<file path="config.mk">
export PLATFORM = sky130hd
export DESIGN_NAME = page_to_device_mapper
export DESIGN_NICKNAME = d
export VERILOG_FILES = /design/src/hdl/ptdm_pkg.sv /design/src/hdl/page_to_device_mapper.sv /design/src/hdl/ptdm_cfg.sv /design/src/hdl/ptdm_table.sv /design/src/hdl/ptdm_engine.sv
export VERILOG_INCLUDE_DIRS = /design/src /design/src/hdl
export SDC_FILE = /design/constraint.sdc
export NUM_CORES = 2
export LEC_CHECK = 0
export ABC_AREA = 0
export ABC_CLOCK_PERIOD_IN_PS = 10200
export BUFFER_PORTS_ARGS = -buffer_cell sky130_fd_sc_hd__buf_4
export CAP_MARGIN = 10
export CORE_MARGIN = 2
export CORE_UTILIZATION = 30
export DETAILED_ROUTE_END_ITERATION = 10
export SLEW_MARGIN = 20
export SYNTH_ARGS = -nofsm -noshare
export SYNTH_HDL_FRONTEND = slang
export SYNTH_SLANG_ARGS = --single-unit
</file>
<file path="constraint.sdc">
create_clock -name aclk -period 10.2 [get_ports aclk]
set_input_delay 1.02 -clock aclk [delete_from_list [all_inputs] [get_ports aclk]]
set_output_delay 1.02 -clock aclk [all_outputs]
set_load 0.01 [all_outputs]
</file>
<file path="src/hdl/page_to_device_mapper_defines.svh">
// Assertion shorthands shared by the RTL of the page mapper.
`ifndef PAGE_TO_DEVICE_MAPPER_DEFINES_SVH
`define PAGE_TO_DEVICE_MAPPER_DEFINES_SVH

// Same-cycle implication, checked on every rising edge out of reset.
`define PTDM_ASSERT_IMP(lbl, clk, rstn, ante, cons, msg) \
    lbl: assert property (@(posedge clk) disable iff (!(rstn)) (ante) |-> (cons)) \
        else $error(msg);

// Next-cycle implication, checked on every rising edge out of reset.
`define PTDM_ASSERT_NXT(lbl, clk, rstn, ante, cons, msg) \
    lbl: assert property (@(posedge clk) disable iff (!(rstn)) (ante) |=> (cons)) \
        else $error(msg);

`endif

</file>
<file path="src/hdl/ptdm_pkg.sv">
package ptdm_pkg;

    localparam int MAX_DEVICES_DEF = 16;
    localparam int EXTENT_BITS_DEF = 24;

    localparam int ENTRY_INDEX_W = 4;
    localparam int ENTRY_W       = 24;
    localparam int PAGE_W        = 32;
    localparam int DEVICE_W      = 4;
    localparam int OFFSET_W      = 31;

    localparam int SIZE_W   = 16;
    localparam int TOTAL_W  = 24;
    localparam int COUNT_W  = 5;
    localparam int MASTER_W = 8;

    localparam int CFG_INDEX_W = 3;
    localparam int CFG_DATA_W  = 24;

    localparam logic [SIZE_W-1:0]   EXTENT_SIZE_RST    = 16'd1;
    localparam logic [TOTAL_W-1:0]  TOTAL_EXTENTS_RST  = 24'd0;
    localparam logic [COUNT_W-1:0]  DEVICE_COUNT_RST   = 5'd1;
    localparam logic                LOG_MODE_RST       = 1'b0;
    localparam logic [MASTER_W-1:0] MASTER_EXTENTS_RST = 8'd1;

    typedef enum logic [0:0] {
        OP_LOAD   = 1'b0,
        OP_LOOKUP = 1'b1
    } opcode_t;

    typedef enum logic [1:0] {
        ST_OK        = 2'd0,
        ST_RANGE     = 2'd1,
        ST_NO_DEVICE = 2'd2
    } status_t;

    typedef enum logic [CFG_INDEX_W-1:0] {
        REG_EXTENT_SIZE    = 3'd0,
        REG_TOTAL_EXTENTS  = 3'd1,
        REG_DEVICE_COUNT   = 3'd2,
        REG_LOG_MODE       = 3'd3,
        REG_MASTER_EXTENTS = 3'd4
    } cfg_reg_t;

    typedef struct packed {
        logic [SIZE_W-1:0]   extent_size;
        logic [TOTAL_W-1:0]  total_extents;
        logic [COUNT_W-1:0]  device_count;
        logic                log_mode;
        logic [MASTER_W-1:0] master_extents;
    } cfg_t;

    typedef struct packed {
        status_t              status;
        logic [DEVICE_W-1:0]  device_number;
        logic [OFFSET_W-1:0]  page_offset;
    } result_t;

    function automatic int addr_width(input int depth);
        return (depth > 1) ? $clog2(depth) : 1;
    endfunction

endpackage

</file>
<file path="src/hdl/page_to_device_mapper.sv">
// Channel  Direction  Transaction
// s_       in         one load or lookup item (tuser: opcode)
// m_       out        one result per item (tuser: status)
// cfg_     in         one register write (index, data)
//
// A load goes straight to its result; a lookup first forms the room and bound and checks the range.
// A lookup in range then runs search probes (up to log2(devices) + 1 probes), plus one more
// fetch of the upper bound's key without an exact key match; each probe is one table read with
// a registered result, a key correction and a key*extent_size multiply.
// One item is in flight; the next is taken once its result sits in the output register.
// aresetn is synchronous; the device table holds no reset value until loaded.
module page_to_device_mapper
    import ptdm_pkg::*;
#(
    parameter int MAX_DEVICES = MAX_DEVICES_DEF,
    parameter int EXTENT_BITS = EXTENT_BITS_DEF
) (
    input  logic                   aclk,
    input  logic                   aresetn,
    input  logic                   s_tvalid,
    output logic                   s_tready,
    // [3:0] entry_index, [27:4] entry_first_extent, [59:28] page_number
    input  logic [63:0]            s_tdata,
    // [0] opcode
    input  logic [0:0]             s_tuser,
    output logic                   m_tvalid,
    input  logic                   m_tready,
    // [3:0] device_number, [34:4] page_offset
    output logic [39:0]            m_tdata,
    // [1:0] status
    output logic [1:0]             m_tuser,
    input  logic                   cfg_valid,
    output logic                   cfg_ready,
    input  logic [CFG_INDEX_W-1:0] cfg_index,
    input  logic [CFG_DATA_W-1:0]  cfg_data
);

    localparam int ADDR_W = addr_width(MAX_DEVICES);

    cfg_t                   cfg;
    logic                   tbl_wr_en;
    logic [ADDR_W-1:0]      tbl_wr_addr;
    logic [EXTENT_BITS-1:0] tbl_wr_data;
    logic                   tbl_rd_en;
    logic [ADDR_W-1:0]      tbl_rd_addr;
    logic [EXTENT_BITS-1:0] tbl_rd_data;
    logic                   res_valid;
    logic                   res_ready;
    result_t                res;

    logic                   m_tvalid_reg, m_tvalid_next;
    result_t                m_res_reg, m_res_next;

    ptdm_cfg u_cfg (
        .aclk      (aclk),
        .aresetn   (aresetn),
        .cfg_valid (cfg_valid),
        .cfg_ready (cfg_ready),
        .cfg_index (cfg_index),
        .cfg_data  (cfg_data),
        .cfg       (cfg)
    );

    ptdm_table #(
        .MAX_DEVICES (MAX_DEVICES),
        .EXTENT_BITS (EXTENT_BITS)
    ) u_table (
        .aclk    (aclk),
        .wr_en   (tbl_wr_en),
        .wr_addr (tbl_wr_addr),
        .wr_data (tbl_wr_data),
        .rd_en   (tbl_rd_en),
        .rd_addr (tbl_rd_addr),
        .rd_data (tbl_rd_data)
    );

    ptdm_engine #(
        .MAX_DEVICES (MAX_DEVICES),
        .EXTENT_BITS (EXTENT_BITS)
    ) u_engine (
        .aclk                  (aclk),
        .aresetn               (aresetn),
        .cfg                   (cfg),
        .in_valid              (s_tvalid),
        .in_ready              (s_tready),
        .in_opcode             (s_tuser[0]),
        .in_entry_index        (s_tdata[3:0]),
        .in_entry_first_extent (s_tdata[27:4]),
        .in_page_number        ($signed(s_tdata[59:28])),
        .tbl_wr_en             (tbl_wr_en),
        .tbl_wr_addr           (tbl_wr_addr),
        .tbl_wr_data           (tbl_wr_data),
        .tbl_rd_en             (tbl_rd_en),
        .tbl_rd_addr           (tbl_rd_addr),
        .tbl_rd_data           (tbl_rd_data),
        .res_valid             (res_valid),
        .res_ready             (res_ready),
        .res                   (res)
    );

    // Output register: take a new result whenever the current one leaves or none is held.
    assign res_ready = !m_tvalid_reg || m_tready;

    always_comb begin
        m_tvalid_next = m_tvalid_reg;
        m_res_next    = m_res_reg;
        if (res_ready) begin
            m_tvalid_next = res_valid;
            if (res_valid) begin
                m_res_next = res;
            end
        end
    end

    always_ff @(posedge aclk) begin
        if (!aresetn) begin
            m_tvalid_reg <= 1'b0;
        end else begin
            m_tvalid_reg <= m_tvalid_next;
        end
        m_res_reg <= m_res_next;
    end

    assign m_tvalid = m_tvalid_reg;
    assign m_tdata  = {5'b0, m_res_reg.page_offset, m_res_reg.device_number};
    assign m_tuser  = m_res_reg.status;

endmodule

</file>
<file path="src/hdl/ptdm_cfg.sv">
module ptdm_cfg
    import ptdm_pkg::*;
(
    input  logic                   aclk,
    input  logic                   aresetn,
    input  logic                   cfg_valid,
    output logic                   cfg_ready,
    input  logic [CFG_INDEX_W-1:0] cfg_index,
    input  logic [CFG_DATA_W-1:0]  cfg_data,
    output cfg_t                   cfg
);

    cfg_t cfg_reg;
    cfg_t cfg_next;

    assign cfg_ready = 1'b1;
    assign cfg       = cfg_reg;

    always_comb begin
        cfg_next = cfg_reg;
        if (cfg_valid) begin
            case (cfg_reg_t'(cfg_index))
                REG_EXTENT_SIZE:    cfg_next.extent_size    = cfg_data[SIZE_W-1:0];
                REG_TOTAL_EXTENTS:  cfg_next.total_extents  = cfg_data[TOTAL_W-1:0];
                REG_DEVICE_COUNT:   cfg_next.device_count   = cfg_data[COUNT_W-1:0];
                REG_LOG_MODE:       cfg_next.log_mode       = cfg_data[0];
                REG_MASTER_EXTENTS: cfg_next.master_extents = cfg_data[MASTER_W-1:0];
                default:            cfg_next = cfg_reg;
            endcase
        end
    end

    always_ff @(posedge aclk) begin
        if (!aresetn) begin
            cfg_reg.extent_size    <= EXTENT_SIZE_RST;
            cfg_reg.total_extents  <= TOTAL_EXTENTS_RST;
            cfg_reg.device_count   <= DEVICE_COUNT_RST;
            cfg_reg.log_mode       <= LOG_MODE_RST;
            cfg_reg.master_extents <= MASTER_EXTENTS_RST;
        end else begin
            cfg_reg <= cfg_next;
        end
    end

endmodule

</file>
<file path="src/hdl/ptdm_table.sv">
module ptdm_table
    import ptdm_pkg::*;
#(
    parameter  int MAX_DEVICES = MAX_DEVICES_DEF,
    parameter  int EXTENT_BITS = EXTENT_BITS_DEF,
    localparam int ADDR_W      = addr_width(MAX_DEVICES)
) (
    input  logic                   aclk,
    input  logic                   wr_en,
    input  logic [ADDR_W-1:0]      wr_addr,
    input  logic [EXTENT_BITS-1:0] wr_data,
    input  logic                   rd_en,
    input  logic [ADDR_W-1:0]      rd_addr,
    output logic [EXTENT_BITS-1:0] rd_data
);

    logic [EXTENT_BITS-1:0] mem [MAX_DEVICES];
    logic [EXTENT_BITS-1:0] rd_data_reg;

    assign rd_data = rd_data_reg;

    always_ff @(posedge aclk) begin
        if (wr_en) begin
            mem[wr_addr] <= wr_data;
        end
        if (rd_en) begin
            rd_data_reg <= mem[rd_addr];
        end
    end

endmodule

</file>
<file path="src/hdl/ptdm_engine.sv">
`include "page_to_device_mapper_defines.svh"

module ptdm_engine
    import ptdm_pkg::*;
#(
    parameter  int MAX_DEVICES = MAX_DEVICES_DEF,
    parameter  int EXTENT_BITS = EXTENT_BITS_DEF,
    localparam int ADDR_W      = addr_width(MAX_DEVICES)
) (
    input  logic                     aclk,
    input  logic                     aresetn,
    input  cfg_t                     cfg,
    input  logic                     in_valid,
    output logic                     in_ready,
    input  logic                     in_opcode,
    input  logic [ENTRY_INDEX_W-1:0] in_entry_index,
    input  logic [ENTRY_W-1:0]       in_entry_first_extent,
    input  logic signed [PAGE_W-1:0] in_page_number,
    output logic                     tbl_wr_en,
    output logic [ADDR_W-1:0]        tbl_wr_addr,
    output logic [EXTENT_BITS-1:0]   tbl_wr_data,
    output logic                     tbl_rd_en,
    output logic [ADDR_W-1:0]        tbl_rd_addr,
    input  logic [EXTENT_BITS-1:0]   tbl_rd_data,
    output logic                     res_valid,
    input  logic                     res_ready,
    output result_t                  res
);

    localparam int CNT_W   = $clog2(MAX_DEVICES + 1);
    localparam int IDX_W   = CNT_W + 1;
    localparam int IM_W    = ADDR_W + MASTER_W;
    localparam int MN_W    = CNT_W + MASTER_W;
    localparam int MSZ_W   = MASTER_W + SIZE_W;
    localparam int ROOM_W  = TOTAL_W + 1;
    localparam int BOUND_W = TOTAL_W + SIZE_W;
    localparam int KEY_W   = ((EXTENT_BITS > IM_W) ? EXTENT_BITS : IM_W) + 1;
    localparam int PROD_W  = KEY_W + SIZE_W + 1;
    localparam int DIFF_W  = PROD_W + 1;
    localparam int OFF_W   = DIFF_W + 1;

    typedef enum logic [3:0] {
        S_IDLE,
        S_MUL0,
        S_ROOM,
        S_BOUND,
        S_CHECK,
        S_ADDR,
        S_KEY,
        S_MUL,
        S_CMP,
        S_OFF,
        S_DONE
    } state_t;

    state_t                     state_reg, state_next;
    logic                       final_reg, final_next;
    logic signed [PAGE_W-1:0]   page_reg, page_next;
    logic [MN_W-1:0]            mn_reg, mn_next;
    logic [MSZ_W-1:0]           msz_reg, msz_next;
    logic signed [ROOM_W-1:0]   room_reg, room_next;
    logic [BOUND_W-1:0]         bound_reg, bound_next;
    logic signed [IDX_W-1:0]    lo_reg, lo_next;
    logic signed [IDX_W-1:0]    hi_reg, hi_next;
    logic [ADDR_W-1:0]          probe_reg, probe_next;
    logic [IM_W-1:0]            im_reg, im_next;
    logic signed [KEY_W-1:0]    key_reg, key_next;
    logic signed [PROD_W-1:0]   prod_reg, prod_next;
    result_t                    res_reg, res_next;

    logic [CNT_W-1:0]           n_sat;
    logic [CNT_W-1:0]           n_less;
    logic signed [ROOM_W-1:0]   mn_sub;
    logic signed [KEY_W-1:0]    im_sub;
    logic signed [DIFF_W-1:0]   diff;
    logic                       diff_neg;
    logic                       diff_ge;
    logic                       hit;
    logic                       range_err;
    logic signed [IDX_W-1:0]    mid_s;
    logic signed [IDX_W-1:0]    lo_cand, hi_cand;
    logic signed [IDX_W:0]      span_sum;
    logic signed [OFF_W-1:0]    msz_add;
    logic signed [OFF_W-1:0]    off_full;
    logic [OFFSET_W-1:0]        off_clamped;

    always_comb begin
        if (32'(cfg.device_count) > MAX_DEVICES) begin
            n_sat = CNT_W'(MAX_DEVICES);
        end else begin
            n_sat = CNT_W'(cfg.device_count);
        end
    end

    assign n_less = n_sat - CNT_W'(1);

    assign mn_sub = cfg.log_mode ? $signed(ROOM_W'(mn_reg)) : '0;
    assign im_sub = cfg.log_mode ? $signed(KEY_W'(im_reg)) : '0;

    assign range_err = (room_reg <= 0) || (page_reg < 0)
                       || (BOUND_W'(page_reg[PAGE_W-2:0]) >= bound_reg);

    // Compare key*size against the page instead of dividing the page by the size.
    assign diff     = $signed(DIFF_W'(page_reg[PAGE_W-2:0])) - DIFF_W'(prod_reg);
    assign diff_neg = diff[DIFF_W-1];
    assign diff_ge  = diff >= $signed(DIFF_W'(cfg.extent_size));
    assign hit      = !diff_neg && !diff_ge;

    assign mid_s = $signed(IDX_W'(probe_reg));

    always_comb begin
        if (diff_neg) begin
            lo_cand = lo_reg;
            hi_cand = mid_s - $signed(IDX_W'(1));
        end else begin
            lo_cand = mid_s + $signed(IDX_W'(1));
            hi_cand = hi_reg;
        end
    end

    assign span_sum = (IDX_W + 1)'(lo_cand) + (IDX_W + 1)'(hi_cand);

    assign msz_add  = cfg.log_mode ? $signed(OFF_W'(msz_reg)) : '0;
    assign off_full = OFF_W'(diff) + msz_add;

    always_comb begin
        if (off_full[OFF_W-1]) begin
            off_clamped = '0;
        end else if (|off_full[OFF_W-2:OFFSET_W]) begin
            off_clamped = '1;
        end else begin
            off_clamped = off_full[OFFSET_W-1:0];
        end
    end

    // Table writes happen only when idle and reads only while busy, so the two ports
    // never touch the same entry in one cycle.
    assign in_ready    = (state_reg == S_IDLE);
    assign tbl_wr_en   = in_ready && in_valid && (in_opcode == OP_LOAD)
                         && (32'(in_entry_index) < MAX_DEVICES);
    assign tbl_wr_addr = ADDR_W'(in_entry_index);
    assign tbl_wr_data = EXTENT_BITS'(in_entry_first_extent);
    assign tbl_rd_en   = (state_reg == S_ADDR);
    assign tbl_rd_addr = probe_reg;
    assign res_valid   = (state_reg == S_DONE);
    assign res         = res_reg;

    always_comb begin
        state_next = state_reg;
        final_next = final_reg;
        page_next  = page_reg;
        mn_next    = mn_reg;
        msz_next   = msz_reg;
        room_next  = room_reg;
        bound_next = bound_reg;
        lo_next    = lo_reg;
        hi_next    = hi_reg;
        probe_next = probe_reg;
        im_next    = im_reg;
        key_next   = key_reg;
        prod_next  = prod_reg;
        res_next   = res_reg;

        case (state_reg)
            S_IDLE: begin
                if (in_valid) begin
                    if (in_opcode == OP_LOAD) begin
                        res_next   = '{status: ST_OK, device_number: '0, page_offset: '0};
                        state_next = S_DONE;
                    end else begin
                        page_next  = in_page_number;
                        state_next = S_MUL0;
                    end
                end
            end
            S_MUL0: begin
                mn_next    = MN_W'(cfg.master_extents) * MN_W'(n_sat);
                msz_next   = MSZ_W'(cfg.master_extents) * MSZ_W'(cfg.extent_size);
                state_next = S_ROOM;
            end
            S_ROOM: begin
                room_next  = $signed(ROOM_W'(cfg.total_extents)) - mn_sub;
                state_next = S_BOUND;
            end
            S_BOUND: begin
                bound_next = BOUND_W'(room_reg[TOTAL_W-1:0]) * BOUND_W'(cfg.extent_size);
                state_next = S_CHECK;
            end
            S_CHECK: begin
                if (range_err) begin
                    res_next   = '{status: ST_RANGE, device_number: '0, page_offset: '0};
                    state_next = S_DONE;
                end else if (n_sat == '0) begin
                    res_next   = '{status: ST_NO_DEVICE, device_number: '0, page_offset: '0};
                    state_next = S_DONE;
                end else begin
                    lo_next    = '0;
                    hi_next    = $signed(IDX_W'(n_less));
                    probe_next = ADDR_W'(n_less >> 1);
                    final_next = 1'b0;
                    state_next = S_ADDR;
                end
            end
            S_ADDR: begin
                im_next    = IM_W'(probe_reg) * IM_W'(cfg.master_extents);
                state_next = S_KEY;
            end
            S_KEY: begin
                key_next   = $signed(KEY_W'(tbl_rd_data)) - im_sub;
                state_next = S_MUL;
            end
            S_MUL: begin
                prod_next  = key_reg * $signed({1'b0, cfg.extent_size});
                state_next = final_reg ? S_OFF : S_CMP;
            end
            S_CMP: begin
                if (hit) begin
                    state_next = S_OFF;
                end else if (lo_cand <= hi_cand) begin
                    lo_next    = lo_cand;
                    hi_next    = hi_cand;
                    probe_next = span_sum[ADDR_W:1];
                    state_next = S_ADDR;
                end else if (hi_cand[IDX_W-1]) begin
                    res_next   = '{status: ST_NO_DEVICE, device_number: '0, page_offset: '0};
                    state_next = S_DONE;
                end else begin
                    // No exact hit: settle on the upper bound and fetch its key once more.
                    lo_next    = lo_cand;
                    hi_next    = hi_cand;
                    probe_next = hi_cand[ADDR_W-1:0];
                    final_next = 1'b1;
                    state_next = S_ADDR;
                end
            end
            S_OFF: begin
                res_next   = '{status: ST_OK, device_number: DEVICE_W'(probe_reg),
                               page_offset: off_clamped};
                state_next = S_DONE;
            end
            S_DONE: begin
                if (res_ready) begin
                    state_next = S_IDLE;
                end
            end
            default: begin
                state_next = S_IDLE;
            end
        endcase
    end

    always_ff @(posedge aclk) begin
        if (!aresetn) begin
            state_reg <= S_IDLE;
            final_reg <= 1'b0;
        end else begin
            state_reg <= state_next;
            final_reg <= final_next;
        end
        page_reg  <= page_next;
        mn_reg    <= mn_next;
        msz_reg   <= msz_next;
        room_reg  <= room_next;
        bound_reg <= bound_next;
        lo_reg    <= lo_next;
        hi_reg    <= hi_next;
        probe_reg <= probe_next;
        im_reg    <= im_next;
        key_reg   <= key_next;
        prod_reg  <= prod_next;
        res_reg   <= res_next;
    end

    `PTDM_ASSERT_IMP(a_cmp_span, aclk, aresetn, state_reg == S_CMP, lo_reg <= hi_reg, "search range empty at compare")
    `PTDM_ASSERT_IMP(a_probe_in_span, aclk, aresetn, (state_reg == S_ADDR) && !final_reg, (mid_s >= lo_reg) && (mid_s <= hi_reg), "probe outside search range")
    `PTDM_ASSERT_NXT(a_lookup_start, aclk, aresetn, in_valid && in_ready && (in_opcode == OP_LOOKUP), state_reg == S_MUL0, "lookup did not start")
    `PTDM_ASSERT_IMP(a_err_zero, aclk, aresetn, res_valid && (res_reg.status != ST_OK), (res_reg.device_number == '0) && (res_reg.page_offset == '0), "error result carries data")
    `PTDM_ASSERT_NXT(a_res_hold, aclk, aresetn, res_valid && !res_ready, res_valid && $stable(res_reg), "pending result lost")

endmodule
</file>
# == Word level (Yosys, flattened, before mapping) ==
# Memories as Yosys holds them, arrays and structs flattened. A register that Yosys moved wholly into a read port is not among the register bits.
# Index checks and enable logic that the tools add are counted.
# op_classes
reduce_logical,26
addsub,8
bitwise_logic,1
magnitude_cmp,6
n_eq_ne,25
n_mul,5
mux,52
# ops
cell,count
$mux 37,7
$pmux 37 s4,1
$mux 6,12
$mux 31,2
$mux 4,13
$sub 25x25->25,2
$add 43x25->44,1
$pmux 4 s11,1
$ge 43x17->1,1
$sub 32x42->43,1
$mul 25x17->42,1
$ge 31x40->1,1
$mul 24x16->40,1
$lt 32x1->1 const B,1
$le 25x1->1 const B,1
$mul 8x16->24,1
$mux 24,1
$pmux 6 s2,2
$eq 4x3->1 const B,4
$ne 2x2->1 const B,7
$reduce_and 2->1,7
$mul 8x5->13,1
$mux 13,1
$eq 4x4->1 const B,3
34 further kinds,50
# word_totals
memories,1
input_bits,97
word_cells,149
ramBits,384
regBits,363
out_inout_bits,45
# memory_table
name,words,word_bits,rd,rd_clocked_by_memory_dff,write_ports,line,rtl
u_table.mem,16,24,1,1,1,ptdm_table.sv:17,logic [EXTENT_BITS-1:0] mem [MAX_DEVICES];

# == Longest topological paths before layout ==
# depth
ltp_word,6
mapped_depth,29

# == Modules after synthesis ==
# Synthesis repeated with hierarchy kept, for this count alone.
# hier_totals
hier_cells,6254
area_unflattened_um2,67567.3
# by_module_without_submodules
mod,cells_each,area_each_um2,instances
ptdm_engine,5360,49100.8,1
ptdm_table,636,15170.8,1
ptdm_cfg,210,2085.8,1
page_to_device_mapper,48,1209.9,1

# == Worst setup path before layout ==
# OpenSTA, ideal clock, no wires.
# synth_path
kind,register to register
start,register u_engine.room_reg[6]
end,"register u_engine.bound_reg[39], data pin"
arrival_time_ns,6.662
setup_ns,0.260
path_stages_with_launch,27
period_less_slack_ns,6.922
required_time_ns,9.940
setup_slack_ns,3.278
cell_sequence,edfxtp_1 > clkbuf_1 > and2_1 > fa_1 > inv_1 > fa_1 > fa_1 > inv_1 > fa_1 > fa_1 > inv_1 > fa_1 > inv_1 > ha_1 > a21o_1 > a21o_1 > a21o_1 > a2111oi_0 > a211oi_1 > o31ai_1 > o21a_1 > o211ai_1 > nand2_1 > o21ai_0 > o21a_1 > nor2_1 > xnor2_1
# synth_between
elab_chain_cells,1
# synth_lines
element,line,rtl
from (decl),ptdm_engine.sv:61,"logic signed [ROOM_W-1:0] room_reg, room_next;"
from (signal assigned),ptdm_engine.sv:263,room_reg <= room_next;
$mul 24x16->40,ptdm_engine.sv:186,bound_next = BOUND_W'(room_reg[TOTAL_W-1:0]) * BOUND_W'(cfg.extent_size);
to (signal assigned),ptdm_engine.sv:264,bound_reg <= bound_next;
to (decl),ptdm_engine.sv:62,"logic [BOUND_W-1:0] bound_reg, bound_next;"
# No other way between the ends.
# A chain may end at the register's enable or synchronous reset.

# == Worst setup path in the final report ==
# layout_path
start,register u_cfg.cfg_reg (netlist bit u_cfg.cfg[50])
end,"register u_engine.bound_reg[38], data pin"
# layout_between
elab_chain_cells,1
# layout_lines
element,line,rtl
from (decl),ptdm_cfg.sv:13,cfg_t cfg_reg;
from (signal assigned),ptdm_cfg.sv:41,cfg_reg <= cfg_next;
$mul 24x16->40,ptdm_engine.sv:186,
# No other way between the ends.

==> impl_metrics.env <==
export IMPL_status="completed"
export IMPL_die_width_um=476.9
export IMPL_grt_pass1_wl_um=265500
export IMPL_timing_rr_end="u_engine.bound_reg[38]"
export IMPL_dieArea_sq_um=227400
export IMPL_gp_congestion=0.8529
export IMPL_cts_tree="built"
export IMPL_start_util_pct=30.18
export IMPL_required_ps=10650
export IMPL_holdBufCountCts=0
export IMPL_ir_drop_uv=149.0
export IMPL_drc=0
export IMPL_postCtsResizedCells=0
export IMPL_via_count=43851
export IMPL_die_y_um=476.9
export IMPL_core_rowCount=173
export IMPL_overflow=0
export IMPL_detail_route_first_pass_iterations=6
export IMPL_r2r_slack_ps=2100
export IMPL_rsz0062_at_grt="false"
export IMPL_slew_headroom_pct=29.74
export IMPL_tns_ps=0
export IMPL_hp_class="flop to flop"
export IMPL_cts_buffers=85
export IMPL_hpwl_um=124500
export IMPL_io_buffers=131
export IMPL_hold_violations=0
export IMPL_most_common_layout_cells="inv_1, nand2_1, fa_1"
export IMPL_finalClockSkew_ps=59.20
export IMPL_worstMarginPinSlew_ps=1051
export IMPL_cts_root_buf="clkbuf_16"
export IMPL_routedWlPerCell_um=18.20
export IMPL_post_route_min_period_ps=8102
export IMPL_routed_wl_um=168000
export IMPL_ios=142
export IMPL_detail_route_vias_per_cell=4.751
export IMPL_final_util_pct=33.35
export IMPL_yosysWarningCount=0
export IMPL_hp_start="u_engine.res[7]"
export IMPL_drive_gt1_share_pct=8.669
export IMPL_whs_endpoint="m_tdata[11]"
export IMPL_holdWs_ps=415.1
export IMPL_cp_top_family="adder cells"
export IMPL_cts_buffer_depth=3
export IMPL_cp_arrival_ps=8550
export IMPL_largest_register_ffs=384
export IMPL_grt_max_degree=112
export IMPL_synth_edf_count=711
export IMPL_nets=7527
export IMPL_setup_violations=0
export IMPL_netlist_instances=6164
export IMPL_worstRegToRegCells=25
export IMPL_netlist_area_sq_um=67090
export IMPL_power_density_nw_per_um2=141.2
export IMPL_synth_area_per_cell_sq_um=10.88
export IMPL_ys_ff_latch=771
export IMPL_regToRegStartpoint="u_cfg.cfg[50]"
export IMPL_final_antenna_net_count=0
export IMPL_max_freq_mhz=123.4
export IMPL_clk_pin_slew_ps=60
export IMPL_syn2layout_area_growth_pct=10.50
export IMPL_synth_cell_types=94
export IMPL_critPathBufInv=4
export IMPL_drv_slew=0
export IMPL_ys_seq_area_share_pct=33.61
export IMPL_grt_usage_pct=14.86
export IMPL_slowest_stage="dfxtp_2"
export IMPL_cp_slowest_stage_delay_ps=860
export IMPL_cpMostUsedCell="fa_1"
export IMPL_async_flop_share_pct=0
export IMPL_drt_iter0_drc=3297
export IMPL_crit_type="flop to flop"
export IMPL_postCtsSetupRepairBufs=0
export IMPL_clk_insertion_delay_late_ps=760
export IMPL_layout_commonest_cell="inv_1"
export IMPL_cp_max_fo=26
export IMPL_whs_path_depth=0
export IMPL_htreeDepth=3
export IMPL_startpoint="u_cfg.cfg[50]"
export IMPL_synth_flop_cell="edfxtp_1"
export IMPL_maxCapViolations=0
export IMPL_start_kind="flop"
export IMPL_antenna_found_initial=6
export IMPL_end_kind="flop"
export IMPL_leakage_nw=31.20
export IMPL_post_route_period_util_pct=79.43
export IMPL_core_sq_um=222300
export IMPL_cts_sinks=771
export IMPL_grt_pass1_vias=46062
cell type report:
class / count / area, sq um
Clock inverter: 50 / 490.5
Timing Repair Buffer: 201 / 1525
Tap cell: 2975 / 3722
Multi-Input combinational cell: 4027 / 39460
Sequential cell: 771 / 22580
Antenna cell: 3 / 7.507
Inverter: 1097 / 4118
Clock buffer: 106 / 2226
Fill cell: 22254 / 148200
worst register-to-register path, stage by stage, from the launching register on:
cell and delay [ps]:
dfxtp_2 860, buf_4 400, nand2_1 130, fa_1 560, inv_1 50, fa_1 440
fa_1 450, fa_1 500, fa_1 540, inv_1 50, fa_1 570, inv_1 50
ha_1 370, a21oi_1 280, o21bai_1 100, a21o_1 180, a21oi_1 150, o21bai_1 80
a21o_1 180, a21o_1 180, a221oi_1 620, o21ai_0 280, o41a_1 390, a21o_1 200
a21oi_1 170, xnor2_1 80
kinds of logic after synthesis:
family | after synthesis | synth area share (%)
simple gates | 1770 | 12.64
buf+inv | 1370 | 7.756
fa+ha+maj | 1249 | 32.42
flops | 771 | 33.61
compound gates | 656 | 6.550
xor+xnor | 213 | 2.792
mux | 133 | 4.226
other cells | 2 | 0.01119
layer usage:
metal	track usage [%]	vias up	share of wire, %
met2	23.80	1176	46
met1	20.47	22485	45
met3	2.120	229	5.3
met4	5.322	4	3.7
li1	-	19957	-
met5	0	-	0.018
how the worst max path moves through the flow:
stage                     slack, ps  depth (start not counted)                      to
after global placement         2160                         23  u_engine.bound_reg[38]
after detailed placement       2100                         24  u_engine.bound_reg[38]
after global routing           1700                         26  u_engine.bound_reg[39]
final                          2100                         25  u_engine.bound_reg[38]
after floorplan                3280                         26  u_engine.bound_reg[39]
after CTS                      2090                         24  u_engine.bound_reg[38]
where the power goes:
part | leakage [nW] | switching (W) | internal [W] | total (W)
Clock | 1.30 | 0.00135 | 0.00163 | 0.00298
Combinational | 22.9 | 0.00195 | 0.00129 | 0.00324
Sequential | 6.99 | 0.000342 | 0.00391 | 0.00425
synth_stat cells (6+ instances only):
master    count  area [sq um]
mux2i_1      11         110.1
o21ai_0     109         545.5
nand2_1     846          3176
or2_2         8         50.05
dfxtp_1      60          1201
or3_1        14         87.58
and3_1       21         131.4
o31ai_1      11         82.58
o21ai_1       8         40.04
a21o_1       80         600.6
o211ai_1     23         172.7
a21boi_0     72         540.5
a21oi_2      23         201.4
buf_2        12         60.06
xor2_1       71         621.9
nand4_1      21         131.4
a211oi_1     10         75.07
nor2_1      187         701.9
a41oi_1       6         52.55
mux4_2      120          2703
buf_4         6         45.04
o21a_1       25         187.7
edfxtp_1    711         21350
xnor2_1     141          1235
fa_1        816         16340
nor3_1       58         290.3
and2_1      437          2734
nand3_1      50         250.2
inv_1      1097          4118
a21oi_1     173         865.8
ha_1        431          5393
clkbuf_1    239         897.1
buf_1        12         45.04
nor4_1       21         131.4
nor2b_1      38         237.7
a31oi_1      19         118.9
nand3b_1      8         60.06
o21bai_1     34         255.2
or4_1         6         45.04
nand2b_1     30         187.7
stage by stage:
stage	setup slack (ps)	area, sq um	instances	total power, W
finish	2098	74140	9230	0.01047
global route	1699	74130	9229	0.01112
CTS	2089	74120	9227	0.01060
detailed placement	2102	71410	9071	0.007567
global placement	2160	71410	9071	0.007504
floorplan	3278	67110	6168	0.006506
No activity file was read; power rests on OpenSTA's default activity.
